--- config.mk ---
export PLATFORM = sky130hd
export DESIGN_NAME = aging_page_replacement_unit_flat
export DESIGN_NICKNAME = d
export VERILOG_FILES = /design/src/rtl/apr_pkg.sv /design/src/rtl/apr_req_if.sv /design/src/rtl/apr_rsp_if.sv /design/src/rtl/apr_cell.sv /design/src/rtl/aging_page_replacement_unit.sv /design/src/flat_wrapper.sv
export SDC_FILE = /design/constraint.sdc
export NUM_CORES = 1
export LEC_CHECK = 0
export BUFFER_PORTS_ARGS = -buffer_cell sky130_fd_sc_hd__buf_2
export CORE_ASPECT_RATIO = 1.25
export CORE_MARGIN = 8
export CORE_UTILIZATION = 30
export CTS_CLUSTER_DIAMETER = 150
export DETAILED_ROUTE_END_ITERATION = 8
export GPL_ROUTABILITY_DRIVEN = 0
export PLACE_DENSITY = 0.51
export SETUP_SLACK_MARGIN = 0.05
export SYNTH_ARGS = -nofsm -noshare
export SYNTH_HDL_FRONTEND = slang
export SYNTH_SLANG_ARGS = --single-unit
export TNS_END_PERCENT = 50
--- constraint.sdc ---
create_clock -name clock -period 3 [get_ports clock]
set_clock_uncertainty 0.2 [all_clocks]
set_input_delay 0.6 -clock clock [delete_from_list [all_inputs] [get_ports clock]]
set_output_delay 0.6 -clock clock [all_outputs]
set_load 0.01 [all_outputs]
--- src/rtl/apr_pkg.sv ---
// Shared types and constants for the aging page replacement unit.
package apr_pkg;

   localparam int PAGE_SHIFT_W     = 4;
   localparam int PAGE_SHIFT_RESET = 2;
   localparam int FRAME_FIELD_W    = 3;
   localparam int EVICT_PAGE_W     = 16;

   // Op field codes of a request word
   localparam logic OP_ACCESS = 1'b0;
   localparam logic OP_TICK   = 1'b1;

   // Command broadcast from the controller to every frame cell
   typedef enum logic [1:0] {
      CMD_NONE,
      CMD_TICK,
      CMD_SET_REF,
      CMD_FILL
   } cmd_type;

   // Status of the search token that walks down the cell chain
   typedef struct packed {
      logic valid;
      logic hit;
      logic has_empty;
      logic has_min;
   } scan_flags_type;

endpackage

--- src/rtl/apr_req_if.sv ---
// Request channel: op and byte address.
interface apr_req_if #(
   parameter int ADDR_BITS = 16
);
   logic                 valid;
   logic                 ready;
   logic                 op;
   logic [ADDR_BITS-1:0] address;

   modport source (output valid, output op, output address, input ready);
   modport sink   (input valid, input op, input address, output ready);
endinterface

--- src/rtl/apr_rsp_if.sv ---
// Response channel: hit, frame and eviction report.
interface apr_rsp_if;
   logic                              valid;
   logic                              ready;
   logic                              hit;
   logic [apr_pkg::FRAME_FIELD_W-1:0] frame;
   logic                              evicted_valid;
   logic [apr_pkg::EVICT_PAGE_W-1:0]  evicted_page;

   modport source (output valid, output hit, output frame, output evicted_valid,
                   output evicted_page, input ready);
   modport sink   (input valid, input hit, input frame, input evicted_valid,
                   input evicted_page, output ready);
endinterface

--- src/rtl/apr_cell.sv ---
// One frame cell: frame state plus one stage of the search chain.
module apr_cell #(
   parameter int FRAMES    = 8,
   parameter int AGE_BITS  = 8,
   parameter int ADDR_BITS = 16,
   parameter int IDX       = 0
) (
   input  logic                          clock,
   input  logic                          reset,
   input  apr_pkg::cmd_type              cmd,
   input  logic                          sel,
   input  logic [ADDR_BITS-1:0]          page,
   input  apr_pkg::scan_flags_type       flags_prev,
   input  logic [$clog2(FRAMES)-1:0]     hit_idx_prev,
   input  logic [$clog2(FRAMES)-1:0]     empty_idx_prev,
   input  logic [AGE_BITS-1:0]           min_age_prev,
   input  logic [$clog2(FRAMES)-1:0]     min_idx_prev,
   input  logic [ADDR_BITS-1:0]          min_page_prev,
   output apr_pkg::scan_flags_type       flags_next,
   output logic [$clog2(FRAMES)-1:0]     hit_idx_next,
   output logic [$clog2(FRAMES)-1:0]     empty_idx_next,
   output logic [AGE_BITS-1:0]           min_age_next,
   output logic [$clog2(FRAMES)-1:0]     min_idx_next,
   output logic [ADDR_BITS-1:0]          min_page_next
);
   localparam int IDX_W = $clog2(FRAMES);
   localparam logic [IDX_W-1:0] MY_IDX = IDX_W'(IDX);

   logic                 used_ff;
   logic                 ref_ff;
   logic [AGE_BITS-1:0]  age_ff;
   logic [ADDR_BITS-1:0] page_ff;

   apr_pkg::scan_flags_type flags_ff, flags_in;
   logic [IDX_W-1:0]     hit_idx_ff, hit_idx_in;
   logic [IDX_W-1:0]     empty_idx_ff, empty_idx_in;
   logic [AGE_BITS-1:0]  min_age_ff, min_age_in;
   logic [IDX_W-1:0]     min_idx_ff, min_idx_in;
   logic [ADDR_BITS-1:0] min_page_ff, min_page_in;

   logic match;

   assign match = used_ff && (page_ff == page);

   // Fold this frame into the token: first hit wins, last empty wins,
   // strictly smaller age wins among used frames.
   always_comb begin
      flags_in     = flags_prev;
      hit_idx_in   = hit_idx_prev;
      empty_idx_in = empty_idx_prev;
      min_age_in   = min_age_prev;
      min_idx_in   = min_idx_prev;
      min_page_in  = min_page_prev;
      if (!flags_prev.hit && match) begin
         flags_in.hit = 1'b1;
         hit_idx_in   = MY_IDX;
      end
      if (!used_ff) begin
         flags_in.has_empty = 1'b1;
         empty_idx_in       = MY_IDX;
      end else if (!flags_prev.has_min || (age_ff < min_age_prev)) begin
         flags_in.has_min = 1'b1;
         min_age_in       = age_ff;
         min_idx_in       = MY_IDX;
         min_page_in      = page_ff;
      end
   end

   always_ff @(posedge clock) begin
      if (reset) begin
         flags_ff <= '0;
      end else begin
         flags_ff <= flags_in;
      end
      hit_idx_ff   <= hit_idx_in;
      empty_idx_ff <= empty_idx_in;
      min_age_ff   <= min_age_in;
      min_idx_ff   <= min_idx_in;
      min_page_ff  <= min_page_in;
   end

   always_ff @(posedge clock) begin
      if (reset) begin
         used_ff <= 1'b0;
         ref_ff  <= 1'b0;
         age_ff  <= '0;
      end else begin
         case (cmd)
            apr_pkg::CMD_TICK: begin
               age_ff <= {ref_ff, age_ff[AGE_BITS-1:1]};
               ref_ff <= 1'b0;
            end
            apr_pkg::CMD_SET_REF: begin
               if (sel) ref_ff <= 1'b1;
            end
            apr_pkg::CMD_FILL: begin
               if (sel) begin
                  used_ff <= 1'b1;
                  ref_ff  <= 1'b1;
               end
            end
            default: ;
         endcase
      end
      if (cmd == apr_pkg::CMD_FILL && sel) page_ff <= page;
   end

   assign flags_next     = flags_ff;
   assign hit_idx_next   = hit_idx_ff;
   assign empty_idx_next = empty_idx_ff;
   assign min_age_next   = min_age_ff;
   assign min_idx_next   = min_idx_ff;
   assign min_page_next  = min_page_ff;

endmodule

--- src/rtl/aging_page_replacement_unit.sv ---
// Top level: controller, page shift register and the chain of frame cells.
//
//   port      dir    handshake      word
//   req_chan  in     valid/ready    op, address
//   rsp_chan  out    valid/ready    hit, frame, evicted_valid, evicted_page
//   csr_*     in     write enable   page_shift (4 bits)
//
// An access sends a search token down the chain of frame cells: the search
// token crosses one frame cell per cycle. A tick skips the search.
// One word is in work at a time; a new request is taken as soon as the
// previous one has loaded the response register, even if that word waits.
// Synchronous reset empties all frames and clears ages and reference bits.
module aging_page_replacement_unit #(
   parameter int FRAMES    = 8,
   parameter int AGE_BITS  = 8,
   parameter int ADDR_BITS = 16
) (
   input  logic                              clock,
   input  logic                              reset,
   input  logic                              csr_write_enable,
   input  logic [apr_pkg::PAGE_SHIFT_W-1:0]  csr_write_data,
   apr_req_if.sink                           req_chan,
   apr_rsp_if.source                         rsp_chan
);
   localparam int IDX_W = $clog2(FRAMES);

   typedef enum logic [1:0] {
      ST_IDLE,
      ST_SCAN,
      ST_FINISH
   } state_type;

   state_type state_ff;

   logic [apr_pkg::PAGE_SHIFT_W-1:0] page_shift_ff;
   logic                 op_ff;
   logic [ADDR_BITS-1:0] page_ff;
   logic                 start_ff;
   logic                 hit_ff;
   logic                 evict_valid_ff;
   logic [ADDR_BITS-1:0] evict_page_ff;
   logic [IDX_W-1:0]     victim_ff;

   logic                                rsp_valid_ff;
   logic                                rsp_hit_ff;
   logic [apr_pkg::FRAME_FIELD_W-1:0]   rsp_frame_ff;
   logic                                rsp_evicted_valid_ff;
   logic [apr_pkg::EVICT_PAGE_W-1:0]    rsp_evicted_page_ff;

   logic                  accept;
   logic                  out_free;
   logic                  finish;
   apr_pkg::cmd_type      cmd;
   logic [FRAMES-1:0]     sel;
   logic [IDX_W+2:0]      victim_pad;
   logic [ADDR_BITS+15:0] evict_pad;

   apr_pkg::scan_flags_type flags_chain [FRAMES+1];
   logic [IDX_W-1:0]        hit_idx_chain [FRAMES+1];
   logic [IDX_W-1:0]        empty_idx_chain [FRAMES+1];
   logic [AGE_BITS-1:0]     min_age_chain [FRAMES+1];
   logic [IDX_W-1:0]        min_idx_chain [FRAMES+1];
   logic [ADDR_BITS-1:0]    min_page_chain [FRAMES+1];

   assign accept   = req_chan.valid && req_chan.ready;
   assign out_free = !rsp_valid_ff || rsp_chan.ready;
   assign finish   = (state_ff == ST_FINISH) && out_free;

   assign req_chan.ready = (state_ff == ST_IDLE);

   // Token head entering cell 0
   always_comb begin
      flags_chain[0]       = '0;
      flags_chain[0].valid = start_ff;
   end
   assign hit_idx_chain[0]   = '0;
   assign empty_idx_chain[0] = '0;
   assign min_age_chain[0]   = '0;
   assign min_idx_chain[0]   = '0;
   assign min_page_chain[0]  = '0;

   always_comb begin
      cmd = apr_pkg::CMD_NONE;
      if (finish) begin
         if (op_ff == apr_pkg::OP_TICK) cmd = apr_pkg::CMD_TICK;
         else if (hit_ff)               cmd = apr_pkg::CMD_SET_REF;
         else                           cmd = apr_pkg::CMD_FILL;
      end
   end

   for (genvar i = 0; i < FRAMES; i++) begin : g_cell
      assign sel[i] = (victim_ff == IDX_W'(i));

      apr_cell #(
         .FRAMES    (FRAMES),
         .AGE_BITS  (AGE_BITS),
         .ADDR_BITS (ADDR_BITS),
         .IDX       (i)
      ) u_cell (
         .clock          (clock),
         .reset          (reset),
         .cmd            (cmd),
         .sel            (sel[i]),
         .page           (page_ff),
         .flags_prev     (flags_chain[i]),
         .hit_idx_prev   (hit_idx_chain[i]),
         .empty_idx_prev (empty_idx_chain[i]),
         .min_age_prev   (min_age_chain[i]),
         .min_idx_prev   (min_idx_chain[i]),
         .min_page_prev  (min_page_chain[i]),
         .flags_next     (flags_chain[i+1]),
         .hit_idx_next   (hit_idx_chain[i+1]),
         .empty_idx_next (empty_idx_chain[i+1]),
         .min_age_next   (min_age_chain[i+1]),
         .min_idx_next   (min_idx_chain[i+1]),
         .min_page_next  (min_page_chain[i+1])
      );
   end

   assign victim_pad = {3'b000, victim_ff};
   assign evict_pad  = {16'h0000, evict_page_ff};

   always_ff @(posedge clock) begin
      if (reset) begin
         page_shift_ff <= apr_pkg::PAGE_SHIFT_W'(apr_pkg::PAGE_SHIFT_RESET);
      end else if (csr_write_enable) begin
         page_shift_ff <= csr_write_data;
      end
   end

   always_ff @(posedge clock) begin
      if (reset) begin
         state_ff     <= ST_IDLE;
         start_ff     <= 1'b0;
         rsp_valid_ff <= 1'b0;
      end else begin
         start_ff <= accept && (req_chan.op == apr_pkg::OP_ACCESS);
         if (finish) begin
            rsp_valid_ff <= 1'b1;
         end else if (rsp_chan.ready) begin
            rsp_valid_ff <= 1'b0;
         end
         unique case (state_ff)
            ST_IDLE: begin
               if (accept) begin
                  op_ff          <= req_chan.op;
                  page_ff        <= req_chan.address >> page_shift_ff;
                  hit_ff         <= 1'b0;
                  evict_valid_ff <= 1'b0;
                  evict_page_ff  <= '0;
                  victim_ff      <= '0;
                  if (req_chan.op == apr_pkg::OP_TICK) begin
                     state_ff <= ST_FINISH;
                  end else begin
                     state_ff <= ST_SCAN;
                  end
               end
            end
            ST_SCAN: begin
               if (flags_chain[FRAMES].valid) begin
                  if (flags_chain[FRAMES].hit) begin
                     hit_ff    <= 1'b1;
                     victim_ff <= hit_idx_chain[FRAMES];
                  end else if (flags_chain[FRAMES].has_empty) begin
                     victim_ff <= empty_idx_chain[FRAMES];
                  end else begin
                     victim_ff      <= min_idx_chain[FRAMES];
                     evict_valid_ff <= 1'b1;
                     evict_page_ff  <= min_page_chain[FRAMES];
                  end
                  state_ff <= ST_FINISH;
               end
            end
            ST_FINISH: begin
               if (out_free) begin
                  rsp_hit_ff           <= hit_ff;
                  rsp_frame_ff         <= victim_pad[2:0];
                  rsp_evicted_valid_ff <= evict_valid_ff;
                  rsp_evicted_page_ff  <= evict_pad[15:0];
                  state_ff             <= ST_IDLE;
               end
            end
            default: state_ff <= ST_IDLE;
         endcase
      end
   end

   assign rsp_chan.valid         = rsp_valid_ff;
   assign rsp_chan.hit           = rsp_hit_ff;
   assign rsp_chan.frame         = rsp_frame_ff;
   assign rsp_chan.evicted_valid = rsp_evicted_valid_ff;
   assign rsp_chan.evicted_page  = rsp_evicted_page_ff;

endmodule

--- src/flat_wrapper.sv ---
// flat-port wrapper written by rule: the top's interface ports become plain ports
module aging_page_replacement_unit_flat 
#(
   parameter int FRAMES    = 8,
   parameter int AGE_BITS  = 8,
   parameter int ADDR_BITS = 16
)
  (clock, reset, csr_write_enable, csr_write_data, req_chan_valid, req_chan_op, req_chan_address, req_chan_ready, rsp_chan_valid, rsp_chan_hit, rsp_chan_frame, rsp_chan_evicted_valid, rsp_chan_evicted_page, rsp_chan_ready);
  apr_req_if #(.ADDR_BITS(ADDR_BITS)) req_chan_i ();
  apr_rsp_if rsp_chan_i ();
  input  logic clock;
  input  logic reset;
  input  logic csr_write_enable;
  input  logic [apr_pkg::PAGE_SHIFT_W-1:0] csr_write_data;
  input wire logic [$bits(req_chan_i.valid)-1:0] req_chan_valid;
  input wire logic [$bits(req_chan_i.op)-1:0] req_chan_op;
  input wire logic [$bits(req_chan_i.address)-1:0] req_chan_address;
  output wire logic [$bits(req_chan_i.ready)-1:0] req_chan_ready;
  output wire logic [$bits(rsp_chan_i.valid)-1:0] rsp_chan_valid;
  output wire logic [$bits(rsp_chan_i.hit)-1:0] rsp_chan_hit;
  output wire logic [$bits(rsp_chan_i.frame)-1:0] rsp_chan_frame;
  output wire logic [$bits(rsp_chan_i.evicted_valid)-1:0] rsp_chan_evicted_valid;
  output wire logic [$bits(rsp_chan_i.evicted_page)-1:0] rsp_chan_evicted_page;
  input wire logic [$bits(rsp_chan_i.ready)-1:0] rsp_chan_ready;
  assign req_chan_i.valid = req_chan_valid;
  assign req_chan_i.op = req_chan_op;
  assign req_chan_i.address = req_chan_address;
  assign req_chan_ready = req_chan_i.ready;
  assign rsp_chan_valid = rsp_chan_i.valid;
  assign rsp_chan_hit = rsp_chan_i.hit;
  assign rsp_chan_frame = rsp_chan_i.frame;
  assign rsp_chan_evicted_valid = rsp_chan_i.evicted_valid;
  assign rsp_chan_evicted_page = rsp_chan_i.evicted_page;
  assign rsp_chan_i.ready = rsp_chan_ready;
  aging_page_replacement_unit #(.FRAMES(FRAMES), .AGE_BITS(AGE_BITS), .ADDR_BITS(ADDR_BITS)) u_core (.clock(clock), .reset(reset), .csr_write_enable(csr_write_enable), .csr_write_data(csr_write_data), .req_chan(req_chan_i), .rsp_chan(rsp_chan_i));
endmodule
==> Implementation_results.wiki <==
{| class="wikitable"
! Metric !! Value
|-
| Status || finished, final reports clean
|-
| Ports || 49
|-
| Highest ir drop seen on vdd || 0.385 mV
|-
| Core utilization of the finished layout || 0.354
|-
| Type of the worst setup path || register to register
|-
| Async set-or-reset flop fraction in the synthesized netlist || 0
|-
| Total of endpoints with negative setup slack in the final report || 0
|-
| Final sum of negative setup slack || 0 ns
|-
| Half-perimeter wire length of the detailed placement result || 27800 um
|-
| Total power divided by cell area || 641 mW/mm2
|-
| Kind of end point of the critical path || register
|-
| First-pass GRT wire length || 64800 um
|-
| Crit path launch type || register
|-
| Area share of the largest cell type after synthesis || 0.349
|-
| Detailed-route via count || 11400
|-
| Leakage Power || 8.84 nW
|-
| Slew at the pin closest to its max-slew limit || 1.00 ns
|-
| RSZ-0062 raised after global routing || no
|-
| Number of remaining DRC errors || 0
|-
| Final Max Tran Viols || 0
|-
| CTS H-Tree Depth || 2
|-
| Overall die height || 307 um
|-
| Detailed-route vias per instance || 4.33
|-
| Register bit count reported by yosys || 541
|-
| Longest Clk Path Bufs || 3
|-
| Timing startpoint of the critical path || u_core.g_cell[3].u_cell.min_age_next[1]
|-
| Number of standard cells in the final layout excluding fillers || 2629
|-
| Num Clock Sinks || 541
|-
| Sequential area share after synthesis || 0.626
|-
| Clock transition at path regs || 0.06 ns
|-
| Hold_sp || csr_write_data[0]
|-
| CTS buffer count || 54
|-
| Cells after synthesis || 1636
|-
| Post-synthesis net count || 1711
|-
| Fraction of final layout cells sized beyond drive strength 1 || 0.226
|-
| TritonRoute pass-1 iters || 4
|-
| # rows || 106
|-
| CP required || 3.29 ns
|-
| Final hold violation count || 0
|-
| Vias in the first global route || 12100
|-
| Data arrival at the endpoint of the critical path || 2.76 ns
|-
| Number of nets in the finished design || 1794
|-
| Number of DRC violations after detailed-routing iteration 0 || 502
|-
| Count of instances resized after the clock tree is built || 0
|-
| Highest achievable clock rate || 404 MHz
|-
| Crit-path max FO || 27
|-
| Start of the worst register-to-register path || u_core.g_cell[3].u_cell.min_age_next[1]
|-
| Time the worst path needs with I/O delays and setup || 2.47 ns
|-
| Clock root cell || sky130_fd_sc_hd__clkbuf_16
|-
| Type of the tightest min-delay check || input port to register
|-
| Total wire length || 39500 um
|-
| Port buffer count || 48
|-
| Number of placed instances, taps included || 2525
|-
| Gr ovfl total || 0
|-
| Clk_lat worst skew || 0.60 ns
|-
| Number of library cell types mapped by synthesis || 51
|-
| Period Utilization, post-route || 0.824
|-
| Number of fill cells in the layout || 6570
|-
| Clock tree from TritonCTS || built
|-
| Number of antenna violations at the first check in global routing || 1
|-
| Initial core utilization || 0.303
|-
| Count of synthesis-stage warnings from yosys || 0
|-
| Floorplan core area || 0.0668 mm2
|-
| Maximum number of pins on one net before global-route repair || 87
|-
| Routed len/inst || 15.0 um
|-
| Cell taking the most area after synthesis || sky130_fd_sc_hd__dfxtp_1
|-
| Overall power || 0.0152 W
|-
| Number of antenna repair diodes || 0
|-
| Slew margin rel. || 0.332
|-
| Worst reg2reg path depth || 7
|-
| Post-synthesis instance area || 0.0203 mm2
|-
| Number of synthesized flops with an enable pin || 187
|-
| Final antenna-violating net count || 0
|-
| Reported max-cap violation count || 0
|-
| Ys flop type || sky130_fd_sc_hd__dfxtp_1
|-
| Total global routing track utilization || 0.103
|-
| Hold-critical path depth || 3
|-
| Area of the die || 0.0762 mm2
|-
| Die width || 249 um
|-
| Area grow syn2layout || 16.7%
|-
| Avg Cell Area, Syn || 12.4 um2
|-
| Largest cells by area after synthesis || sky130_fd_sc_hd__dfxtp_1 (35%), sky130_fd_sc_hd__edfxtp_1 (28%), sky130_fd_sc_hd__mux2_2 (9.2%)
|}
per-stage QoR:
stage               area, um2  setup slack [ns]  hold slack, ns
detailed placement      21700             0.454           0.195
CTS                     23700             0.509          0.0126
floorplan               20300            -0.172           0.186
global route            23700             0.367          0.0352
global placement        21700             0.407           0.195
finish                  23700             0.528          0.0572
routing by layer:
metal	part of all wire	GRT usage	vias to the layer above
met2	0.51	0.188	137
met1	0.44	0.122	5401
met4	0.023	0.0318	0
met3	0.036	0.0200	61
li1	-	-	5794
met5	0	0	-
cell usage after synthesis (4+ instances only):
master and count:
sky130_fd_sc_hd__a21oi_1 98, sky130_fd_sc_hd__xnor2_1 42, sky130_fd_sc_hd__o21a_1 7, sky130_fd_sc_hd__nor4_1 23
sky130_fd_sc_hd__clkbuf_1 59, sky130_fd_sc_hd__inv_1 66, sky130_fd_sc_hd__nor3_1 20, sky130_fd_sc_hd__a211o_1 4
sky130_fd_sc_hd__o2111ai_1 6, sky130_fd_sc_hd__a211oi_1 8, sky130_fd_sc_hd__mux2i_1 19, sky130_fd_sc_hd__or2_2 17
sky130_fd_sc_hd__xor2_1 86, sky130_fd_sc_hd__o21ba_2 6, sky130_fd_sc_hd__nand2_1 153, sky130_fd_sc_hd__mux4_2 4
sky130_fd_sc_hd__nand4_1 8, sky130_fd_sc_hd__a22oi_1 5, sky130_fd_sc_hd__ha_1 49, sky130_fd_sc_hd__and2_1 48
sky130_fd_sc_hd__edfxtp_1 187, sky130_fd_sc_hd__dfxtp_1 354, sky130_fd_sc_hd__nor2b_1 25, sky130_fd_sc_hd__o22ai_1 4
sky130_fd_sc_hd__o21bai_1 4, sky130_fd_sc_hd__mux2_2 166, sky130_fd_sc_hd__nor2_1 68, sky130_fd_sc_hd__o21ai_0 8
sky130_fd_sc_hd__nand2b_1 24, sky130_fd_sc_hd__buf_2 13, sky130_fd_sc_hd__nand3_1 18
state kept, by name, indices dropped and copies added, names as in the netlist, 2 cells and up:
name / flops
u_core.g_cell.u_cell.min_page_next: 128
u_core.g_cell.u_cell.page_ff: 128
u_core.g_cell.u_cell.age_ff: 64
u_core.g_cell.u_cell.min_age_next: 56
u_core.g_cell.u_cell.flags_next: 31
u_core.g_cell.u_cell.empty_idx_next: 17
u_core.g_cell.u_cell.hit_idx_next: 17
u_core.g_cell.u_cell.min_idx_next: 17
u_core.evict_page_ff: 16
u_core.page_ff: 16
u_core.rsp_chan.evicted_page: 16
u_core.g_cell.u_cell.ref_ff: 8
u_core.g_cell.u_cell.used_ff: 8
u_core.page_shift_ff: 4
u_core.rsp_chan.frame: 3
u_core.victim_ff: 3
u_core.state_ff: 2
report_power, final:
part / switching [W] / leakage (nW) / internal, W
clock: 0.00283 / 0.934 / 0.00416
combinational: 0.000271 / 3.35 / 0.000189
sequential: 0.0000745 / 4.56 / 0.00766
total: 0.00317 / 8.84 / 0.0120
final cells by class:
type | count | area (um2) | share of cell area
multi-input combinational | 953 | 7040 | 0.297
sequential | 541 | 12700 | 0.537
clock buffer | 80 | 1680 | 0.0709
inverter | 67 | 251 | 0.0106
timing repair buffer | 102 | 691 | 0.0292
tap | 864 | 1080 | 0.0457
clock inverter | 22 | 230 | 0.00973
critical path, cell delays in order (launching register included):
cell and delay (ns):
sky130_fd_sc_hd__dfxtp_1 0.34, sky130_fd_sc_hd__inv_1 0.05, sky130_fd_sc_hd__ha_1 0.31, sky130_fd_sc_hd__a2111oi_4 0.33
sky130_fd_sc_hd__nor4_1 0.13, sky130_fd_sc_hd__a2111oi_4 0.40, sky130_fd_sc_hd__buf_12 0.24, sky130_fd_sc_hd__mux2_2 0.36
layout by cell type, fill, tap and decap left out, drive strengths merged, types with 18 or more instances in the layout:
master,n
mux2i,19
nand2,153
clkbuf,80
nand2b,25
nor4,23
inv,68
dfxtp,354
a21oi,98
edfxtp,187
nand3,18
nor2b,25
ha,49
nor2,68
xnor2,42
mux2,167
buf,100
xor2,86
nor3,20
and2,48
path summary, 6_finish.rpt:
path | end | slack (ns)
worst max-delay path | u_core.g_cell[4].u_cell.min_page_next[11] | 0.53
worst min-delay path | u_core.page_shift_ff[0] | 0.06
worst max register to register | u_core.g_cell[4].u_cell.min_page_next[11] | 0.53
worst min register to register | u_core.g_cell[3].u_cell.empty_idx_next[0] | 0.19
what timing repair did:
action,in CTS,in global routing
hold buffers,2,0
setup buffers,0,0
endpoints found under the hold margin,3,0
setup endpoints to repair,0,0
kinds of logic after synthesis:
| kind of cell | Yosys count | share of synthesized area |
|---|---|---|
| AO/OA/AOI/OAI | 170 | 0.0540 |
| XOR/XNOR | 128 | 0.0553 |
| adder cells (fa/ha/maj) | 49 | 0.0302 |
| buffers and inverters | 142 | 0.0278 |
| flip-flops | 541 | 0.626 |
| multiplexers | 190 | 0.107 |
| AND/OR/NAND/NOR | 416 | 0.0998 |
Power figures use the tool's default switching activity.
